===== config.mk =====
export PLATFORM = sky130hd
export DESIGN_NAME = temp_register_allocator
export DESIGN_NICKNAME = d
export VERILOG_FILES = /design/src/hdl/tra_pkg.sv /design/src/hdl/tra_map_table.sv /design/src/hdl/temp_register_allocator.sv
export VERILOG_INCLUDE_DIRS = /design/src /design/src/hdl
export SDC_FILE = /design/constraint.sdc
export NUM_CORES = 2
export LEC_CHECK = 0
export BUFFER_PORTS_ARGS = -buffer_cell sky130_fd_sc_hd__buf_2
export CELL_PAD_IN_SITES_DETAIL_PLACEMENT = 1
export CELL_PAD_IN_SITES_GLOBAL_PLACEMENT = 2
export CORE_ASPECT_RATIO = 1.25
export CORE_MARGIN = 2
export CORE_UTILIZATION = 49
export CTS_CLUSTER_SIZE = 40
export DETAILED_ROUTE_END_ITERATION = 10
export PLACE_DENSITY = 0.82
export REMOVE_ABC_BUFFERS = 1
export SETUP_SLACK_MARGIN = 0.02
export SLEW_MARGIN = 20
export SYNTH_ARGS = -nofsm -noshare
export SYNTH_HDL_FRONTEND = slang
export SYNTH_SLANG_ARGS = --single-unit

===== constraint.sdc =====
create_clock -name clk -period 19.87 [get_ports clk]
set_input_delay 0 -clock clk [delete_from_list [all_inputs] [get_ports clk]]
set_output_delay 0 -clock clk [all_outputs]
set_load 0.02 [all_outputs]

===== src/hdl/temp_register_allocator_macros.svh =====
// Assertion macros for the temporary register allocator.
// Used by temp_register_allocator.sv; expects clk and rst_n in scope.
`ifndef TEMP_REGISTER_ALLOCATOR_MACROS_SVH
`define TEMP_REGISTER_ALLOCATOR_MACROS_SVH

// Check a same-cycle implication, skipped while in reset
`define TRA_ASSERT_SAME(label, ante, cons, msg) \
    label: assert property (@(posedge clk) disable iff (!rst_n) (ante) |-> (cons)) \
        else $error(msg);

// Check an implication whose consequent is checked in the next cycle
`define TRA_ASSERT_NEXT(label, ante, cons, msg) \
    label: assert property (@(posedge clk) disable iff (!rst_n) (ante) |=> (cons)) \
        else $error(msg);

`endif


===== src/hdl/tra_pkg.sv =====
// Shared types, constants and helper functions for the temporary register allocator.
// No dependencies; imported by tra_map_table and temp_register_allocator.
package tra_pkg;

    localparam int NUM_TEMPS    = 15;
    localparam int NUM_VIRTUALS = 256;
    localparam int TEMP_W       = (NUM_TEMPS > 1) ? $clog2(NUM_TEMPS) : 1;
    localparam int VIRT_W       = $clog2(NUM_VIRTUALS);
    localparam int SNAP_W       = 16;

    typedef enum logic [3:0] {
        OP_PASS      = 4'd0,
        OP_DEFINE    = 4'd1,
        OP_FUNC_ARG  = 4'd2,
        OP_CALL      = 4'd3,
        OP_TWO_REGS  = 4'd4,
        OP_STORE     = 4'd5,
        OP_USE       = 4'd6,
        OP_KILL      = 4'd7,
        OP_NEW_FUNC  = 4'd8
    } opcode_e;

    localparam logic [1:0] ST_OK       = 2'd0;
    localparam logic [1:0] ST_UNMAPPED = 2'd1;
    localparam logic [1:0] ST_NO_FREE  = 2'd2;
    localparam logic [1:0] ST_RANGE    = 2'd3;

    typedef struct packed {
        logic [3:0]         opcode;
        logic signed [31:0] lhs_in;
        logic signed [31:0] rhs_in;
    } tra_item_t;

    typedef struct packed {
        logic [3:0]           op_out;
        logic signed [31:0]   lhs_out;
        logic [1:0]           lhs_status;
        logic signed [31:0]   rhs_out;
        logic [1:0]           rhs_status;
        logic [NUM_TEMPS-1:0] used_mask;
    } tra_result_t;

    // Map table write request: port B is applied after port A
    typedef struct packed {
        logic              a_en;
        logic [VIRT_W-1:0] a_addr;
        logic [TEMP_W-1:0] a_data;
        logic              b_en;
        logic [VIRT_W-1:0] b_addr;
        logic [TEMP_W-1:0] b_data;
        logic              clear;
    } map_wr_t;

    typedef struct packed {
        logic              valid;
        logic [TEMP_W-1:0] entry;
    } map_look_t;

    typedef struct packed {
        logic              found;
        logic [TEMP_W-1:0] idx;
    } free_pick_t;

    // Lowest clear bit of the used bitmap
    function automatic free_pick_t lowest_free(logic [NUM_TEMPS-1:0] used);
        free_pick_t pick;
        pick.found = 1'b0;
        pick.idx   = '0;
        for (int i = NUM_TEMPS - 1; i >= 0; i--) begin
            if (!used[i]) begin
                pick.found = 1'b1;
                pick.idx   = TEMP_W'(i);
            end
        end
        return pick;
    endfunction

    function automatic logic [NUM_TEMPS-1:0] temp_bit(logic [TEMP_W-1:0] idx);
        return NUM_TEMPS'(1) << idx;
    endfunction

    function automatic logic virt_in_range(logic signed [31:0] v);
        return (v >= 0) && (v < NUM_VIRTUALS);
    endfunction

    function automatic logic arg_in_range(logic signed [31:0] v);
        return (v >= 0) && (v < NUM_TEMPS);
    endfunction

endpackage


===== src/hdl/tra_map_table.sv =====
// Virtual-to-physical map table: two write banks, per-entry bank select and valid bits.
// Depends on tra_pkg. Reads are issued when a word is taken and resolved from registered reads in the next cycle.
module tra_map_table (
    input  logic                      clk,
    input  logic                      rst_n,
    input  logic                      rd_en,
    input  logic [tra_pkg::VIRT_W-1:0] rd_lhs_addr,
    input  logic [tra_pkg::VIRT_W-1:0] rd_rhs_addr,
    input  tra_pkg::map_wr_t          wr,
    output tra_pkg::map_look_t        look_lhs,
    output tra_pkg::map_look_t        look_rhs
);
    import tra_pkg::*;

    logic [TEMP_W-1:0]       bank_a_mem [NUM_VIRTUALS];
    logic [TEMP_W-1:0]       bank_b_mem [NUM_VIRTUALS];
    logic [TEMP_W-1:0]       a_lhs_reg, a_rhs_reg, b_lhs_reg, b_rhs_reg;
    logic [VIRT_W-1:0]       lhs_addr_reg, rhs_addr_reg;
    map_wr_t                 fwd_reg;
    logic [NUM_VIRTUALS-1:0] valid_reg;
    logic [NUM_VIRTUALS-1:0] sel_b_reg;
    logic [TEMP_W-1:0]       a_lhs, a_rhs, b_lhs, b_rhs;
    logic                    a_only;

    // Port A counts only where port B does not hit the same entry
    assign a_only = wr.a_en && !(wr.b_en && (wr.b_addr == wr.a_addr));

    // Bank A: first write of an item, two registered read ports
    always_ff @(posedge clk)
    begin
        if (wr.a_en)
        begin
            bank_a_mem[wr.a_addr] <= wr.a_data;
        end
        if (rd_en)
        begin
            a_lhs_reg <= bank_a_mem[rd_lhs_addr];
            a_rhs_reg <= bank_a_mem[rd_rhs_addr];
        end
    end

    // Bank B: second write of an item, two registered read ports
    always_ff @(posedge clk)
    begin
        if (wr.b_en)
        begin
            bank_b_mem[wr.b_addr] <= wr.b_data;
        end
        if (rd_en)
        begin
            b_lhs_reg <= bank_b_mem[rd_lhs_addr];
            b_rhs_reg <= bank_b_mem[rd_rhs_addr];
        end
    end

    // Hold read addresses and the writes that land on the same edge as the read
    always_ff @(posedge clk)
    begin
        if (rd_en)
        begin
            lhs_addr_reg <= rd_lhs_addr;
            rhs_addr_reg <= rd_rhs_addr;
            fwd_reg      <= wr;
        end
    end

    // Track which bank holds the newest value; B wins when both hit one entry
    always_ff @(posedge clk)
    begin
        if (a_only)
        begin
            sel_b_reg[wr.a_addr] <= 1'b0;
        end
        if (wr.b_en)
        begin
            sel_b_reg[wr.b_addr] <= 1'b1;
        end
    end

    // Valid bits: drop all on reset or a new function, else set on every write
    always_ff @(posedge clk or negedge rst_n)
    begin
        if (!rst_n)
        begin
            valid_reg <= '0;
        end
        else if (wr.clear)
        begin
            valid_reg <= '0;
        end
        else
        begin
            if (a_only)
            begin
                valid_reg[wr.a_addr] <= 1'b1;
            end
            if (wr.b_en)
            begin
                valid_reg[wr.b_addr] <= 1'b1;
            end
        end
    end

    // Bypass writes that the memory read missed
    always_comb
    begin
        a_lhs = (fwd_reg.a_en && fwd_reg.a_addr == lhs_addr_reg) ? fwd_reg.a_data : a_lhs_reg;
        a_rhs = (fwd_reg.a_en && fwd_reg.a_addr == rhs_addr_reg) ? fwd_reg.a_data : a_rhs_reg;
        b_lhs = (fwd_reg.b_en && fwd_reg.b_addr == lhs_addr_reg) ? fwd_reg.b_data : b_lhs_reg;
        b_rhs = (fwd_reg.b_en && fwd_reg.b_addr == rhs_addr_reg) ? fwd_reg.b_data : b_rhs_reg;

        look_lhs.valid = valid_reg[lhs_addr_reg];
        look_lhs.entry = sel_b_reg[lhs_addr_reg] ? b_lhs : a_lhs;
        look_rhs.valid = valid_reg[rhs_addr_reg];
        look_rhs.entry = sel_b_reg[rhs_addr_reg] ? b_rhs : a_rhs;
    end

endmodule


===== src/hdl/temp_register_allocator.sv =====
// Temporary register allocator: maps virtual registers onto physical temporaries.
// Depends on tra_pkg, tra_map_table and temp_register_allocator_macros.svh.
// Flow: a word taken into the input register moves on into the result register,
// unless the result register is still held by an unaccepted word.
// Throughput: one word per cycle unless result_ready stalls; input and result registers each hold one word.
// Per-cycle work is a lookup of both operands and two cascaded lowest-free picks over the bitmap.
// Reset (async, active low) frees all temporaries, zeroes the snapshot count, unmaps all
// virtual registers and empties both stages at once; map entries themselves are not cleared.
`include "temp_register_allocator_macros.svh"

module temp_register_allocator (
    input  logic                 clk,
    input  logic                 rst_n,
    input  logic                 item_valid,
    output logic                 item_ready,
    input  tra_pkg::tra_item_t   item,
    output logic                 result_valid,
    input  logic                 result_ready,
    output tra_pkg::tra_result_t result
);
    import tra_pkg::*;

    logic                  s1_valid_reg, s1_valid_next;
    tra_item_t             s1_item_reg;
    logic                  out_valid_reg, out_valid_next;
    tra_result_t           result_reg, result_next;
    logic [NUM_TEMPS-1:0]  used_reg, used_next, used_calc;
    logic [SNAP_W-1:0]     snap_reg, snap_next;

    logic                  item_take, s1_fire;
    logic signed [31:0]    lhs_v, rhs_v;
    logic                  lhs_rng, rhs_rng;
    map_look_t             look_lhs, look_rhs;
    map_wr_t               map_wr;

    free_pick_t            pick_l, pick_r;
    logic [1:0]            la_stat, ra_stat, lk_stat;
    logic [TEMP_W-1:0]     la_val, ra_val;
    logic                  la_write, ra_write, same_vr;
    logic [NUM_TEMPS-1:0]  used_after_l, used_base_r, used_after_r, kill_mask;
    logic                  arg_rng, arg_busy, arg_take, ro_in_map, arg_map_write;
    logic [TEMP_W-1:0]     arg_idx;

    // Handshake: advance stage 1 when the result register is free or drains
    assign s1_fire    = s1_valid_reg && (!out_valid_reg || result_ready);
    assign item_ready = !s1_valid_reg || s1_fire;
    assign item_take  = item_valid && item_ready;

    assign lhs_v   = s1_item_reg.lhs_in;
    assign rhs_v   = s1_item_reg.rhs_in;
    assign lhs_rng = virt_in_range(lhs_v);
    assign rhs_rng = virt_in_range(rhs_v);

    tra_map_table u_map (
        .clk         (clk),
        .rst_n       (rst_n),
        .rd_en       (item_take),
        .rd_lhs_addr (item.lhs_in[VIRT_W-1:0]),
        .rd_rhs_addr (item.rhs_in[VIRT_W-1:0]),
        .wr          (map_wr),
        .look_lhs    (look_lhs),
        .look_rhs    (look_rhs)
    );

    // Allocate lhs against the current bitmap
    assign pick_l = lowest_free(used_reg);
    always_comb
    begin
        la_write = 1'b0;
        la_val   = '0;
        if (!lhs_rng)
        begin
            la_stat = ST_RANGE;
        end
        else if (look_lhs.valid)
        begin
            la_stat = ST_OK;
            la_val  = look_lhs.entry;
        end
        else if (pick_l.found)
        begin
            la_stat  = ST_OK;
            la_val   = pick_l.idx;
            la_write = 1'b1;
        end
        else
        begin
            la_stat = ST_NO_FREE;
        end
    end
    assign used_after_l = used_reg | (la_write ? temp_bit(pick_l.idx) : '0);

    // Allocate rhs; for two-register ops it follows the lhs allocation
    assign used_base_r = (s1_item_reg.opcode == OP_TWO_REGS) ? used_after_l : used_reg;
    assign same_vr     = (s1_item_reg.opcode == OP_TWO_REGS) && (lhs_v == rhs_v);
    assign pick_r      = lowest_free(used_base_r);
    always_comb
    begin
        ra_write = 1'b0;
        ra_val   = '0;
        if (same_vr)
        begin
            ra_stat = la_stat;
            ra_val  = la_val;
        end
        else if (!rhs_rng)
        begin
            ra_stat = ST_RANGE;
        end
        else if (look_rhs.valid)
        begin
            ra_stat = ST_OK;
            ra_val  = look_rhs.entry;
        end
        else if (pick_r.found)
        begin
            ra_stat  = ST_OK;
            ra_val   = pick_r.idx;
            ra_write = 1'b1;
        end
        else
        begin
            ra_stat = ST_NO_FREE;
        end
    end
    assign used_after_r = used_base_r | (ra_write ? temp_bit(pick_r.idx) : '0);

    // Argument register counted down from the top temporary
    assign arg_rng       = arg_in_range(lhs_v);
    assign arg_idx       = TEMP_W'(NUM_TEMPS - 1) - lhs_v[TEMP_W-1:0];
    assign arg_busy      = arg_rng && used_after_r[arg_idx];
    assign arg_take      = arg_rng && !arg_busy;
    assign ro_in_map     = (32'(ra_val) < NUM_VIRTUALS);
    assign arg_map_write = arg_take && (ra_stat == ST_OK) && ro_in_map;

    // Plain lookup of lhs and the bit a kill releases
    always_comb
    begin
        if (!lhs_rng)
        begin
            lk_stat = ST_RANGE;
        end
        else if (!look_lhs.valid)
        begin
            lk_stat = ST_UNMAPPED;
        end
        else
        begin
            lk_stat = ST_OK;
        end
    end
    assign kill_mask = (lk_stat == ST_OK && 32'(look_lhs.entry) < NUM_TEMPS)
                       ? temp_bit(look_lhs.entry) : '0;

    // Build the result word, the bitmap update and the map writes
    always_comb
    begin
        result_next.op_out     = s1_item_reg.opcode;
        result_next.lhs_out    = lhs_v;
        result_next.lhs_status = ST_OK;
        result_next.rhs_out    = rhs_v;
        result_next.rhs_status = ST_OK;
        result_next.used_mask  = '0;
        used_calc              = used_reg;
        map_wr                 = '0;

        case (s1_item_reg.opcode)
            OP_DEFINE:
            begin
                result_next.lhs_out    = 32'(la_val);
                result_next.lhs_status = la_stat;
                used_calc              = used_after_l;
                map_wr.a_en            = la_write;
                map_wr.a_addr          = lhs_v[VIRT_W-1:0];
                map_wr.a_data          = pick_l.idx;
            end
            OP_FUNC_ARG:
            begin
                result_next.rhs_out    = 32'(ra_val);
                result_next.rhs_status = ra_stat;
                map_wr.a_en            = ra_write;
                map_wr.a_addr          = rhs_v[VIRT_W-1:0];
                map_wr.a_data          = pick_r.idx;
                if (!arg_rng)
                begin
                    result_next.lhs_out    = '0;
                    result_next.lhs_status = ST_RANGE;
                end
                else if (arg_busy)
                begin
                    result_next.lhs_out    = '0;
                    result_next.lhs_status = ST_NO_FREE;
                end
                else
                begin
                    result_next.lhs_out = 32'(arg_idx);
                end
                used_calc     = used_after_r | (arg_take ? temp_bit(arg_idx) : '0);
                map_wr.b_en   = arg_map_write;
                map_wr.b_addr = VIRT_W'(ra_val);
                map_wr.b_data = arg_idx;
            end
            OP_CALL:
            begin
                result_next.used_mask  = used_reg;
                result_next.rhs_out    = 32'(snap_reg);
                result_next.lhs_out    = 32'(la_val);
                result_next.lhs_status = la_stat;
                used_calc              = used_after_l;
                map_wr.a_en            = la_write;
                map_wr.a_addr          = lhs_v[VIRT_W-1:0];
                map_wr.a_data          = pick_l.idx;
            end
            OP_TWO_REGS:
            begin
                result_next.lhs_out    = 32'(la_val);
                result_next.lhs_status = la_stat;
                result_next.rhs_out    = 32'(ra_val);
                result_next.rhs_status = ra_stat;
                used_calc              = used_after_r;
                map_wr.a_en            = la_write;
                map_wr.a_addr          = lhs_v[VIRT_W-1:0];
                map_wr.a_data          = pick_l.idx;
                map_wr.b_en            = ra_write;
                map_wr.b_addr          = rhs_v[VIRT_W-1:0];
                map_wr.b_data          = pick_r.idx;
            end
            OP_STORE:
            begin
                result_next.lhs_out    = (lk_stat == ST_OK) ? 32'(look_lhs.entry) : '0;
                result_next.lhs_status = lk_stat;
                result_next.rhs_out    = 32'(ra_val);
                result_next.rhs_status = ra_stat;
                used_calc              = used_after_r;
                map_wr.a_en            = ra_write;
                map_wr.a_addr          = rhs_v[VIRT_W-1:0];
                map_wr.a_data          = pick_r.idx;
            end
            OP_USE:
            begin
                result_next.lhs_out    = (lk_stat == ST_OK) ? 32'(look_lhs.entry) : '0;
                result_next.lhs_status = lk_stat;
            end
            OP_KILL:
            begin
                result_next.op_out     = OP_PASS;
                result_next.lhs_out    = (lk_stat == ST_OK) ? lhs_v : '0;
                result_next.lhs_status = lk_stat;
                used_calc              = used_reg & ~kill_mask;
            end
            OP_NEW_FUNC:
            begin
                map_wr.clear = 1'b1;
            end
            default:
            begin
                result_next.op_out = s1_item_reg.opcode;
            end
        endcase

        // Drop the map writes and the clear unless the word advances
        if (!s1_fire)
        begin
            map_wr.a_en  = 1'b0;
            map_wr.b_en  = 1'b0;
            map_wr.clear = 1'b0;
        end
    end

    assign used_next = s1_fire ? used_calc : used_reg;
    assign snap_next = (s1_fire && s1_item_reg.opcode == OP_CALL)
                       ? SNAP_W'(snap_reg + SNAP_W'(1)) : snap_reg;

    assign s1_valid_next  = item_take ? 1'b1 : (s1_fire ? 1'b0 : s1_valid_reg);
    assign out_valid_next = s1_fire ? 1'b1 : (result_ready ? 1'b0 : out_valid_reg);

    // Control and allocator state
    always_ff @(posedge clk or negedge rst_n)
    begin
        if (!rst_n)
        begin
            s1_valid_reg  <= 1'b0;
            out_valid_reg <= 1'b0;
            used_reg      <= '0;
            snap_reg      <= '0;
        end
        else
        begin
            s1_valid_reg  <= s1_valid_next;
            out_valid_reg <= out_valid_next;
            used_reg      <= used_next;
            snap_reg      <= snap_next;
        end
    end

    // Payload registers
    always_ff @(posedge clk)
    begin
        if (item_take)
        begin
            s1_item_reg <= item;
        end
        if (s1_fire)
        begin
            result_reg <= result_next;
        end
    end

    assign result_valid = out_valid_reg;
    assign result       = result_reg;

    `TRA_ASSERT_NEXT(a_kill_becomes_nop, s1_fire && s1_item_reg.opcode == OP_KILL, result.op_out == OP_PASS, "kill did not turn into a nop")
    `TRA_ASSERT_NEXT(a_used_only_freed_by_kill, s1_fire && s1_item_reg.opcode != OP_KILL, (used_reg & $past(used_reg)) == $past(used_reg), "temporary freed outside a kill")
    `TRA_ASSERT_NEXT(a_snap_moves_on_call, !(s1_fire && s1_item_reg.opcode == OP_CALL), $stable(snap_reg), "snapshot count moved without a call")
    `TRA_ASSERT_SAME(a_stall_only_when_full, !item_ready, s1_valid_reg && out_valid_reg && !result_ready, "input stalled with room in the pipeline")

endmodule


==> results.sh <==
export IMPL_use_met2_pct=55.9
export IMPL_fin_skew_ps=105
export IMPL_cts_buffers_inserted=289
export IMPL_die_width_um=474
export IMPL_finalCritPeriodShare_pct=49.3
export IMPL_drtIter0Drc=12400
export IMPL_fill_cells=24600
export IMPL_post_cts_buffers=0
export IMPL_cts_root_buffer="clkbuf_16"
export IMPL_grtUsageTotal_pct=34.9
export IMPL_power_uw=13200
export IMPL_fin_crit_ps=9800
export IMPL_overflow=0
export IMPL_avgSynthCellArea_um2=17.2
export IMPL_first_global_vias=89100
export IMPL_worstHoldPathType="input pin to register"
export IMPL_ir_drop_uv=62.5
export IMPL_ys_seq_elements=2790
export IMPL_largest_registers="u_map.bank_a_mem x1024, u_map.bank_b_mem x1024"
export IMPL_die_h_um=591
export IMPL_drcViolationCount=0
export IMPL_slowest_stage="buf_4"
export IMPL_worstSetupStartpointType="register"
export IMPL_io_buffers=160
export IMPL_drive_above_1_share_pct=31.8
export IMPL_status="finished clean"
export IMPL_final_cell_mix="2245 x edfxtp_1, 1616 x mux4_2, 548 x nor2_1"
export IMPL_synthesis_area_mm2=0.135
export IMPL_tritoncts="built"
export IMPL_synthArstFlopShare_pct=10.4
export IMPL_cpPeakStageDelay_ps=780
export IMPL_place_gp_congestion=0.977
export IMPL_crit_path_frequent_cell="buf_4"
export IMPL_wire_per_inst_um=41.6
export IMPL_p_per_area_mw_per_mm2=87.7
export IMPL_cp_data_required_time_ps=20420
export IMPL_via_count=86400
export IMPL_die_area_mm2=0.280
export IMPL_synth_cell_types=100
export IMPL_tightest_slew_ps=1240
export IMPL_relSlewSlack_pct=17.2
export IMPL_end_kind="register"
export IMPL_fin_hold_ws_ps=91.3
export IMPL_dpl_hpwl_um=315000
export IMPL_cp_max_fo=103
export IMPL_syn_to_final_growth_pct=11.1
export IMPL_clock_latency_ps=950
export IMPL_maxSlewViolCount=0
export IMPL_drv_cap=0
export IMPL_cts_max_level=5
export IMPL_setup_viol_count_final=0
export IMPL_synth_main_ff_cell="edfxtp_1"
export IMPL_crit_arrival_ps=10350
export IMPL_finish_net_count=8005
export IMPL_met1_usage_pct=44.0
export IMPL_path_cells="buf_12, buf_4, mux4_2, or2_2, a22oi_1, o2111ai_1, nand4_2, and3_1, a32oi_1, nor2_1, o21ai_1, or4_1, o31ai_1, a31oi_2, o211a_1, o21ai_4, buf_4, buf_4, or2_1, buf_4, nor2_1"
export IMPL_postRouteAntennaNets=0
export IMPL_r2r_start="u_map.lhs_addr_reg[1]"
export IMPL_finalHoldViolCount=0
export IMPL_cts_sinks=2790
export IMPL_final_common_cell="edfxtp_1"
export IMPL_initial_utilization_pct=49.3
export IMPL_busiest_layer="met2"
export IMPL_postCtsResizedCells=0
export IMPL_crit_type="register to register"
export IMPL_drt_total_wl_um=489000
export IMPL_leakagePower_uw=0.0459
export IMPL_antenna_found_initial=37
export IMPL_fp_coreArea_mm2=0.274
export IMPL_avgViaCountPerCell=7.34
export IMPL_grt_pass1_wl_um=692000
export IMPL_worstSetupStartpoint="u_map.lhs_addr_reg[1]"
export IMPL_hp_start="item[3]"
export IMPL_grtUsageMet3_pct=7.67
export IMPL_grt_start_max_net_pins=238
export IMPL_firstDrtPassIters=8
export IMPL_clk_pin_slew_worst_paths_ps=70
export IMPL_yosysSeqAreaShare_pct=59.0
export IMPL_syn_inst=7861
export IMPL_ys_warn_count=0
export IMPL_grt_setup_unrepaired="false"
export IMPL_synth_edff_count=2245
export IMPL_utilization_pct=54.7
export IMPL_fin_tns_setup_ps=0
export IMPL_clock_path_buffers=4
export IMPL_timing_fmax_ghz=0.102
export IMPL_ios=161
export IMPL_rows=215
cells by family after synthesis:
kind of cell	synth area share, %
compound gates	5.43
xor+xnor	0.577
fa+ha+maj	0.0629
buf+inv	2.60
flops	59.0
mux	27.8
simple gates	4.53
critical path, delay by kind of cell (launching register included):
kind	cells	cell delay (ps)
AO/OA/AOI/OAI	8	2300
multiplexers	1	590
flip-flops	1	390
buffers and inverters	5	3150
AND/OR/NAND/NOR	7	2600
worst paths after layout:
check	endpoint	slack, ps	depth (start not counted)
worst min register to register	u_map.sel_b_reg[14]	480	2
max in group asynchronous	u_map.valid_reg[47]	16850	6
worst max-delay path	u_map.bank_b_mem[52][0]	10070	21
min in group asynchronous	snap_reg[3]	230	4
worst min-delay path	u_map.rhs_addr_reg[3]	90	2
worst max register to register	u_map.bank_b_mem[52][0]	10070	21
Yosys cell counts (32+ instances only):
master       n  area, µm²
dfxtp_1    256       5120
xnor2_1     39        342
edfxtp_1  2245      67400
dfrtp_1    289       7230
buf_1      128        480
buf_6       41        462
clkbuf_1   439       1650
mux2i_1     98        981
xor2_1      50        438
nor2_1     551       2070
buf_2       69        345
nand4_1     33        206
a211o_1     59        517
o21ai_1    231       1160
mux4_2    1616      36400
and2_1      66        413
nand2_1    177        664
o21ai_0    492       2460
nor4_1      41        257
nor3_1      63        315
a22oi_1     54        405
nand3_1     54        270
inv_1       53        199
o31ai_1     54        405
nor3_2      53        531
a21oi_1    108        541
buf_4       32        240
nand2b_1    93        582
repair_timing:
item | CTS | global route
endpoints found under the hold margin | 232 | 0
endpoints found under the setup margin | 0 | 0
hold buffers | 118 | 0
routing by layer:
layer	vias to the layer above	routed length [µm]	share of wire [%]
met5	-	24	0.0049
met4	4	33700	6.9
met3	1387	48600	9.9
met2	5868	236000	48
met1	46400	170000	35
li1	32800	-	-
metrics by stage:
step           std cells  setup slack [ps]  cell area (µm²)
2_1_floorplan       7144              3070           132000
3_3_place_gp       11100             10530           139000
3_5_place_dp       11100             10540           139000
4_1_cts            11700             10450           150000
5_1_grt            11800              9940           150000
6_report           11800             10070           150000
final cells by class:
| type | count | area (µm²) | share of cell area [%] |
|---|---|---|---|
| diodes | 33 | 82.6 | 0.0550 |
| clock buffers | 365 | 7790 | 5.19 |
| clock inverters | 154 | 1600 | 1.07 |
| inverters | 57 | 216 | 0.144 |
| multi-input cells | 4297 | 52300 | 34.8 |
| flip-flops and latches | 2790 | 79800 | 53.1 |
| well taps | 3580 | 4480 | 2.98 |
| repair buffers | 492 | 3920 | 2.61 |
report_power, final:
part           total [µW]  internal (µW)  switching [µW]  leakage (µW)
Clock                5580           3160            2420       0.00457
Combinational        1140            407             734        0.0168
Sequential           6460           6380            78.8        0.0246
Total               13200           9950            3230        0.0459
No activity file was read; power rests on OpenSTA's default activity.
